### config.mk
export PLATFORM = sky130hd
export DESIGN_NAME = ple_ctrl
export DESIGN_NICKNAME = d
export VERILOG_FILES = /design/src/rtl/ple_pkg.sv /design/src/rtl/ple_ctrl.sv
export SDC_FILE = /design/constraint.sdc
export NUM_CORES = 1
export LEC_CHECK = 0
export BUFFER_PORTS_ARGS = -buffer_cell sky130_fd_sc_hd__buf_2
export CORE_AREA = 2 2 39 41
export CTS_BUF_LIST = sky130_fd_sc_hd__clkbuf_2
export CTS_CLUSTER_SIZE = 40
export DETAILED_ROUTE_END_ITERATION = 8
export DIE_AREA = 0 0 41 43
export PLACE_DENSITY_LB_ADDON = 0.25
export SYNTH_ARGS = -nofsm -noshare
export SYNTH_HDL_FRONTEND = slang
export SYNTH_SLANG_ARGS = --single-unit
### constraint.sdc
create_clock -name i_clk -period 2.88 [get_ports i_clk]
set_input_delay 0.288 -clock i_clk [delete_from_list [all_inputs] [get_ports i_clk]]
set_output_delay 0.288 -clock i_clk [all_outputs]
set_load 0.05 [all_outputs]
### src/rtl/ple_pkg.sv
// Shared types and constants for the positional list engine.
// Used by the controller, the datapath, the top level and the port checker.
// Depends on nothing.
package ple_pkg;

    // Default sizes of the element store.
    localparam int DEPTH_DEF      = 256;
    localparam int DATA_WIDTH_DEF = 32;

    // Fixed widths of the request and result fields.
    localparam int POS_W  = 9;
    localparam int WORD_W = 32;

    typedef logic [POS_W-1:0]         t_pos;
    typedef logic signed [WORD_W-1:0] t_word;

    // Request codes.
    typedef enum logic [1:0] {
        REQ_INSERT = 2'd0,
        REQ_READ   = 2'd1,
        REQ_DELETE = 2'd2,
        REQ_FIND   = 2'd3
    } t_req;

    // Result status codes.
    typedef enum logic [1:0] {
        ST_OK        = 2'd0,
        ST_BAD_POS   = 2'd1,
        ST_FULL      = 2'd2,
        ST_NOT_FOUND = 2'd3
    } t_status;

    // Controller states.
    typedef enum logic [3:0] {
        S_IDLE,
        S_DECODE,
        S_MOVE_RD,
        S_MOVE,
        S_MOVE_LAST,
        S_PLACE,
        S_READ_RD,
        S_READ,
        S_FIND_RD,
        S_FIND
    } t_state;

    // Commands from the controller to the datapath.
    typedef struct packed {
        logic    load;       // latch the request word
        logic    idx_init;   // set the scan index for the request
        logic    rd_en;      // read the store at the scan index
        logic    step;       // advance the scan index, remember the read's target
        logic    mv_wr;      // write the last read entry to its new place
        logic    place_wr;   // write the inserted value at its position
        logic    cnt_inc;
        logic    cnt_dec;
        logic    res;        // present a result word next cycle
        t_status res_status;
        logic    res_data;   // result carries the read entry
        logic    res_found;  // result carries the index of the read entry
    } t_cmd;

    // Status from the datapath to the controller.
    typedef struct packed {
        t_req req;
        logic ins_bad;     // insert position beyond the count
        logic full;
        logic rw_bad;      // read or delete position at or beyond the count
        logic pos_eq_cnt;  // insert at the tail, nothing to move
        logic pos_last;    // delete of the tail, nothing to move
        logic cnt_zero;
        logic last_src;    // the scan index is the final entry to move
        logic match;       // the read entry equals the searched value
        logic scan_end;    // every entry has been read
    } t_stat;

endpackage

### src/rtl/ple_ctrl.sv
// Controller state machine of the positional list engine.
// Sequences shifts, reads and scans through command words to the datapath.
// Depends on ple_pkg.
module ple_ctrl (
    input  logic           i_clk,
    input  logic           i_rst_n,
    input  logic           start,
    input  ple_pkg::t_stat i_stat,
    output ple_pkg::t_cmd  o_cmd,
    output logic           busy
);

    ple_pkg::t_state r_state;
    ple_pkg::t_state n_state;

    // State register.
    always_ff @(posedge i_clk) begin
        if (!i_rst_n) begin
            r_state <= ple_pkg::S_IDLE;
        end else begin
            r_state <= n_state;
        end
    end

    // Next state.
    always_comb begin
        n_state = r_state;
        case (r_state)
            ple_pkg::S_IDLE: begin
                if (start) begin
                    n_state = ple_pkg::S_DECODE;
                end
            end
            ple_pkg::S_DECODE: begin
                case (i_stat.req)
                    ple_pkg::REQ_INSERT: begin
                        if (i_stat.ins_bad || i_stat.full) begin
                            n_state = ple_pkg::S_IDLE;
                        end else if (i_stat.pos_eq_cnt) begin
                            n_state = ple_pkg::S_PLACE;
                        end else begin
                            n_state = ple_pkg::S_MOVE_RD;
                        end
                    end
                    ple_pkg::REQ_READ: begin
                        n_state = i_stat.rw_bad ? ple_pkg::S_IDLE : ple_pkg::S_READ_RD;
                    end
                    ple_pkg::REQ_DELETE: begin
                        if (i_stat.rw_bad || i_stat.pos_last) begin
                            n_state = ple_pkg::S_IDLE;
                        end else begin
                            n_state = ple_pkg::S_MOVE_RD;
                        end
                    end
                    ple_pkg::REQ_FIND: begin
                        n_state = i_stat.cnt_zero ? ple_pkg::S_IDLE : ple_pkg::S_FIND_RD;
                    end
                    default: n_state = ple_pkg::S_IDLE;
                endcase
            end
            ple_pkg::S_MOVE_RD, ple_pkg::S_MOVE: begin
                n_state = i_stat.last_src ? ple_pkg::S_MOVE_LAST : ple_pkg::S_MOVE;
            end
            ple_pkg::S_MOVE_LAST: begin
                if (i_stat.req == ple_pkg::REQ_INSERT) begin
                    n_state = ple_pkg::S_PLACE;
                end else begin
                    n_state = ple_pkg::S_IDLE;
                end
            end
            ple_pkg::S_PLACE:   n_state = ple_pkg::S_IDLE;
            ple_pkg::S_READ_RD: n_state = ple_pkg::S_READ;
            ple_pkg::S_READ:    n_state = ple_pkg::S_IDLE;
            ple_pkg::S_FIND_RD: n_state = ple_pkg::S_FIND;
            ple_pkg::S_FIND: begin
                if (i_stat.match || i_stat.scan_end) begin
                    n_state = ple_pkg::S_IDLE;
                end
            end
            default: n_state = ple_pkg::S_IDLE;
        endcase
    end

    // Command outputs.
    always_comb begin
        o_cmd            = '0;
        o_cmd.res_status = ple_pkg::ST_OK;
        busy             = 1'b1;
        case (r_state)
            ple_pkg::S_IDLE: begin
                busy       = 1'b0;
                o_cmd.load = start;
            end
            ple_pkg::S_DECODE: begin
                case (i_stat.req)
                    ple_pkg::REQ_INSERT: begin
                        if (i_stat.ins_bad) begin
                            o_cmd.res        = 1'b1;
                            o_cmd.res_status = ple_pkg::ST_BAD_POS;
                        end else if (i_stat.full) begin
                            o_cmd.res        = 1'b1;
                            o_cmd.res_status = ple_pkg::ST_FULL;
                        end else if (!i_stat.pos_eq_cnt) begin
                            o_cmd.idx_init = 1'b1;
                        end
                    end
                    ple_pkg::REQ_READ: begin
                        if (i_stat.rw_bad) begin
                            o_cmd.res        = 1'b1;
                            o_cmd.res_status = ple_pkg::ST_BAD_POS;
                        end else begin
                            o_cmd.idx_init = 1'b1;
                        end
                    end
                    ple_pkg::REQ_DELETE: begin
                        if (i_stat.rw_bad) begin
                            o_cmd.res        = 1'b1;
                            o_cmd.res_status = ple_pkg::ST_BAD_POS;
                        end else if (i_stat.pos_last) begin
                            o_cmd.cnt_dec = 1'b1;
                            o_cmd.res     = 1'b1;
                        end else begin
                            o_cmd.idx_init = 1'b1;
                        end
                    end
                    ple_pkg::REQ_FIND: begin
                        if (i_stat.cnt_zero) begin
                            o_cmd.res        = 1'b1;
                            o_cmd.res_status = ple_pkg::ST_NOT_FOUND;
                        end else begin
                            o_cmd.idx_init = 1'b1;
                        end
                    end
                    default: ;
                endcase
            end
            ple_pkg::S_MOVE_RD: begin
                o_cmd.rd_en = 1'b1;
                o_cmd.step  = 1'b1;
            end
            ple_pkg::S_MOVE: begin
                o_cmd.mv_wr = 1'b1;
                o_cmd.rd_en = 1'b1;
                o_cmd.step  = 1'b1;
            end
            ple_pkg::S_MOVE_LAST: begin
                o_cmd.mv_wr = 1'b1;
                if (i_stat.req == ple_pkg::REQ_DELETE) begin
                    o_cmd.cnt_dec = 1'b1;
                    o_cmd.res     = 1'b1;
                end
            end
            ple_pkg::S_PLACE: begin
                o_cmd.place_wr = 1'b1;
                o_cmd.cnt_inc  = 1'b1;
                o_cmd.res      = 1'b1;
            end
            ple_pkg::S_READ_RD: begin
                o_cmd.rd_en = 1'b1;
            end
            ple_pkg::S_READ: begin
                o_cmd.res      = 1'b1;
                o_cmd.res_data = 1'b1;
            end
            ple_pkg::S_FIND_RD: begin
                o_cmd.rd_en = 1'b1;
                o_cmd.step  = 1'b1;
            end
            ple_pkg::S_FIND: begin
                if (i_stat.match) begin
                    o_cmd.res       = 1'b1;
                    o_cmd.res_found = 1'b1;
                end else if (i_stat.scan_end) begin
                    o_cmd.res        = 1'b1;
                    o_cmd.res_status = ple_pkg::ST_NOT_FOUND;
                end else begin
                    o_cmd.rd_en = 1'b1;
                    o_cmd.step  = 1'b1;
                end
            end
            default: ;
        endcase
    end

endmodule

==> flow_summary_export.csv, run 1 <==
group,metric,value,unit
critical_path,crit_end,"o_cmd[11]",
synth,synth_enable_flop_cells,0,
cts,h-tree-depth,1,
global_route,grt.busiest_layer,"met2",
sta,hold_viol,0,
cells_and_area,drive_gt1_frac,0.3125,
drt,viasPerCell,5.391,
cts,insertion_delay,210,ps
drt,vias,690,
sta,fin_crit,1967,ps
cells_and_area,seqCellArea,80.08,um^2
synth,yosysSeqAreaShare,0.1353,
worst_hold_path,hp-class,"in -> reg",
cts,cts-hold-fix-buffers,0,
sta,finalSetupViolCount,0,
flow_run,drv_cap,0,
cells_and_area,top_regs,"r_state x4",
critical_path,r2r_end,"r_state[0]$_SDFFE_PN0P_",
cts,cts_tree,"done",
sta,fin_crit_sh,0.6831,
global_route,grt_max_degree,21,
sta,slew_violations,0,
cts,cts_made_buffers,3,
global_route,grt_pass1_wl,2359,um
floorplan,io_pins,28,
critical_path,crit_path_cell_trace,"nand2b_1 -> nor3_1 -> a21boi_1 -> buf_2",
power_and_ir_drop,powerDensity,352.9,nW/um^2
synth,synth_flop_cell,"dfxtp_1",
sta,setup_tns,0,ps
global_route,grt_remaining_overflow,0,
critical_path,r2r_slack,1330,ps
critical_path,r2r_start,"r_state[3]$_SDFFE_PN0P_",
floorplan,die_area,1763,um^2
floorplan,die_width,41,um
sta,rsz0062_at_grt,"false",
synth,syn_inst,90,
placement,hpwl,1121,um
cts,clock_sinks,4,
status,status,"finished, final reports clean",
sta,maxSlewHeadroom,0.5679,
cts,cts.repair.resized,0,
sta,hold_slack,367.7,ps
critical_path,cp_slowest_stage_delay,540,ps
global_route,grt_util_met3,0.06283,
drt,wirelength,1436,um
sta,fin_ws,912.6,ps
synth,synth_nets,104,
floorplan,coreArea,1384,um^2
global_route,grt_use_met1,0.2596,
cts,cts_buffer_depth,2,
drt,antenna_left,0,
global_route,antenna_found_initial,0,
synth,syn_area_per_cell,6.576,um^2
sta,worst_slew_pin_slew,647.3,ps
synth,synth_cell_types,35,
synth,synth-async-reset-ratio,0,
cts,cts_root_buf,"clkbuf_2",
cells_and_area,largest_register_ff_count,4,
critical_path,critical-path-slowest-cell,"dfxtp_1",
critical_path,crit_fanout,12,
critical_path,cp.required,2590,ps
power_and_ir_drop,power_leakage,0.3336,nW
drt,wl_per_cell,11.22,um
cells_and_area,antenna_cells,0,
global_route,met2_usage,0.2844,
placement,port_buffers,27,
power_and_ir_drop,ir_worst_vdd,0.0002397,V
cts,cts_setup_buffers,0,
cells_and_area,fill_cells,152,
synth,ys.warnings.count,0,
floorplan,fp.dieH,43,um
cts,clkSlewWorstSetupHoldPaths,50,ps
placement,globalplace.congestion,0.8155,
cells_and_area,multiInputGateArea,447.9,um^2
cells_and_area,design_area,713.2,um^2
critical_path,critical_path_class,"reg -> out",
critical_path,reg2reg_depth,4,
critical_path,cp-start-kind,"register",
cells_and_area,final_cell_mix,"buf_2, nor2_1, nor3_1",
floorplan,start_util,0.4277,
drt,drc,0,
sta,fin_skew,9.833,ps
critical_path,critPathLaunch,"r_state[0]$_SDFFE_PN0P_",
cells_and_area,final_common_cell,"buf_2",
cells_and_area,syn2layout_area_growth,20.51,%
sta,fmax,0.5083,GHz
critical_path,cp.arrival,1680,ps
synth,synth_area,591.8,um^2
placement,post-place-ws,1129,ps
floorplan,rows,14,
drt,drt-initial-drc-count,11,
synth,synth-seq-cells,4,
placement,placed_area,698.2,um^2
critical_path,end_kind,"primary output",
global_route,groute.usage.overall,0.1876,
drt,first_pass_iters,4,
global_route,grt_pass1_vias,571,
cells_and_area,final_net_count,128,
cells_and_area,regMostFlops,"r_state",
[through the flow]
step | total power [mW] | util | instances
floorplan | 0.1729 | - | 90
global placement | 0.2014 | 0.5045 | 125
detailed placement | 0.2026 | 0.5045 | 125
CTS | 0.2561 | 0.5154 | 128
global route | 0.2741 | 0.5154 | 128
finish | 0.2517 | 0.5154 | 128
[routing by layer]
metal,share of wire,vias up
li1,-,373
met1,0.48,301
met2,0.47,16
met3,0.046,0
met4,0,0
met5,0,-
[kinds of logic after synthesis]
| kind of cell | after synthesis | synth area share |
|---|---|---|
| flops | 4 | 0.1353 |
| buf+inv | 12 | 0.1078 |
| simple gates | 50 | 0.4757 |
| compound gates | 24 | 0.2812 |
[worst max-delay path, delay by kind of cell, from the launching register on]
| kind | cells | cell delay (ps) |
|---|---|---|
| compound gates | 1 | 200 |
| buf+inv | 1 | 270 |
| simple gates | 2 | 460 |
| flops | 1 | 540 |
[final cells by class]
| type | instances | area share |
|---|---|---|
| well taps | 16 | 0.02807 |
| flip-flops and latches | 4 | 0.1123 |
| repair buffers | 27 | 0.1895 |
| inverters | 4 | 0.02105 |
| clock buffers | 3 | 0.02105 |
| multi-input cells | 74 | 0.6281 |
[synthesized netlist by cell type, types with 2 or more instances]
cell type	number	area [um^2]
o21ai_0	3	15.01
a31oi_1	3	18.77
nor2_1	11	41.29
a21oi_1	6	30.03
or3_1	2	12.51
a21boi_1	2	15.01
nor2b_1	3	18.77
and3_1	2	12.51
dfxtp_1	4	80.08
nor3_1	7	35.03
nor4_1	2	12.51
nand3_1	3	15.01
nand2_1	6	22.52
nand2b_1	6	37.54
a211oi_1	2	15.01
inv_1	4	15.01
buf_2	6	30.03
[how the worst min path moves through the flow]
| stage | end | cells after the start | slack [ps] | start |
|---|---|---|---|---|
| 6_report | r_state[2]$_SDFFE_PN0P_ | 2 | 370 | i_rst_n |
| 5_1_grt | r_state[2]$_SDFFE_PN0P_ | 2 | 340 | i_rst_n |
| 4_1_cts | r_state[2]$_SDFFE_PN0P_ | 2 | 350 | i_rst_n |
| 3_5_place_dp | r_state[1]$_SDFFE_PN0P_ | 2 | 580 | i_rst_n |
| 3_3_place_gp | r_state[2]$_SDFFE_PN0P_ | 2 | 580 | i_rst_n |
| 2_1_floorplan | r_state[1]$_SDFFE_PN0P_ | 1 | 400 | i_rst_n |
[power by group]
| group | leakage, nW | internal [mW] | total [mW] | switching (mW) |
|---|---|---|---|---|
| clock | 0.0125 | 0.0280 | 0.0498 | 0.0218 |
| sequential | 0.0326 | 0.0592 | 0.0709 | 0.0117 |
| combinational | 0.289 | 0.0435 | 0.131 | 0.0875 |
| total | 0.334 | 0.131 | 0.252 | 0.121 |
(Power assumes the default switching activity.)
==> run 2, diff against run 1 <==
CORE_AREA = default   (was 2 2 39 41)
CORE_UTILIZATION = 42   (was default)
DIE_AREA = default   (was 0 0 41 43)
clock period = 1.8 ns   (was 2.88 ns; I/O delays follow)
==> flow_summary_export.csv, run 2 (synthesized netlist as in run 1, its figures left out) <==
group,metric,value,unit
status,status,"finished, final reports clean",
cts,cts-hold-fix-buffers,0,
power_and_ir_drop,powerDensity,554.7,nW/um^2
cells_and_area,regMostFlops,"r_state",
drt,first_pass_iters,4,
cts,cts_root_buf,"clkbuf_2",
worst_hold_path,hp-class,"in -> reg",
cts,insertion_delay,220,ps
cts,clkSlewWorstSetupHoldPaths,50,ps
cells_and_area,final_cell_mix,"buf_2, nor2_1, nand2b_1, nand2_1, nor3_1",
power_and_ir_drop,power_leakage,0.3583,nW
cts,cts_setup_buffers,0,
drt,wl_met1,755,um
critical_path,critical-path-slowest-cell,"dfxtp_2",
floorplan,io_pins,28,
sta,setup_tns,0,ps
cells_and_area,drive_gt1_frac,0.4000,
drt,vias,719,
cts,cts_tree,"done",
floorplan,die_width,39.54,um
drt,viasPerCell,5.531,
sta,fin_skew,9.478,ps
global_route,grt_pass1_vias,550,
sta,slew_violations,0,
placement,port_buffers,27,
sta,fin_crit,1709,ps
sta,rsz0062_at_grt,"false",
sta,hold_slack,243.7,ps
critical_path,critical_path_class,"reg -> out",
global_route,groute.usage.overall,0.2239,
cts,cts_made_buffers,3,
critical_path,cp_slowest_stage_delay,410,ps
cts,h-tree-depth,1,
placement,hpwl,1166,um
cts,clock_sinks,4,
sta,fmax,0.5851,GHz
cells_and_area,largest_register_ff_count,4,
global_route,grt_remaining_overflow,0,
cells_and_area,final_net_count,131,
flow_run,drv_cap,0,
drt,wl_met2,669,um
sta,worst_slew_pin_slew,312.1,ps
floorplan,start_util,0.4548,
critical_path,cp.arrival,1530,ps
floorplan,rows,13,
critical_path,cp.required,1620,ps
drt,drt-initial-drc-count,23,
critical_path,end_kind,"primary output",
cells_and_area,top_regs,"r_state x4",
sta,finalSetupViolCount,0,
cells_and_area,antenna_cells,0,
drt,wirelength,1492,um
drt,wl_per_cell,11.48,um
drt,dr.max_layer_used,"met3",
drt,wl_met3,67,um
cells_and_area,final_common_cell,"buf_2",
floorplan,fp.dieH,39.54,um
sta,fin_crit_sh,0.9495,
critical_path,cp-start-kind,"register",
critical_path,crit_fanout,10,
placement,post-place-ws,215.7,ps
critical_path,crit_path_cell_trace,"inv_1 -> or3_1 -> a21oi_2 -> buf_2",
power_and_ir_drop,ir_worst_vdd,0.0004261,V
drt,antenna_left,0,
placement,globalplace.congestion,0.8004,
cts,cts_buffer_depth,2,
global_route,grt_pass1_wl,2387,um
sta,fin_ws,90.99,ps
sta,hold_viol,0,
cells_and_area,syn2layout_area_growth,28.96,%
floorplan,die_area,1563,um^2
floorplan,coreArea,1301,um^2
global_route,antenna_found_initial,0,
global_route,grt_max_degree,17,
drt,drc,0,
sta,maxSlewHeadroom,0.7907,
## run 2: critical path: cells and delay by family (launching register included)
kind            cells  cell delay (ps)
buf+inv             2              390
flops               1              410
compound gates      1              130
simple gates        1              380
## run 2: cell type report
type                            count  area (um^2)
Fill cell                         129        538.0
Multi-Input combinational cell     74        473.0
Timing Repair Buffer               30        157.7
Sequential cell                     4        83.83
Tap cell                           15        18.77
Clock buffer                        3        15.01
Inverter                            4        15.01
## run 2: worst paths after layout
path	from	slack, ps	depth (start not counted)	end
max	r_state[2]$_SDFFE_PN0P_	90	4	o_cmd[8]
min	i_rst_n	240	2	r_state[2]$_SDFFE_PN0P_
max reg2reg	r_state[1]$_SDFFE_PN0P_	500	4	r_state[0]$_SDFFE_PN0P_
min reg2reg	r_state[0]$_SDFFE_PN0P_	730	2	r_state[0]$_SDFFE_PN0P_
## run 2: where the power goes
part | internal (mW) | switching (mW) | total, mW
registers | 0.0959 | 0.0157 | 0.112
clock network | 0.0448 | 0.0396 | 0.0844
logic | 0.0777 | 0.150 | 0.227
total | 0.218 | 0.205 | 0.423
## run 2: per-stage QoR
stage	instance area, um^2	total power, mW	instances	util
2_1_floorplan	616.8	0.2833	90	-
3_3_place_gp	744.5	0.3348	127	0.5721
3_5_place_dp	744.5	0.3387	127	0.5721
4_1_cts	760.7	0.4256	130	0.5846
5_1_grt	763.2	0.4530	130	0.5865
6_report	763.2	0.4234	130	0.5865
## run 2: layer usage
metal / global-route usage / vias to the layer above
li1: - / 376
met1: 0.3199 / 321
met2: 0.3320 / 22
met3: 0.06818 / 0
met4: 0.02586 / 0
met5: 0 / -
## run 2: timing repair
action,CTS,global route
endpoints found under the hold margin,0,0
endpoints found under the setup margin,1,9
gates resized for setup,1,2
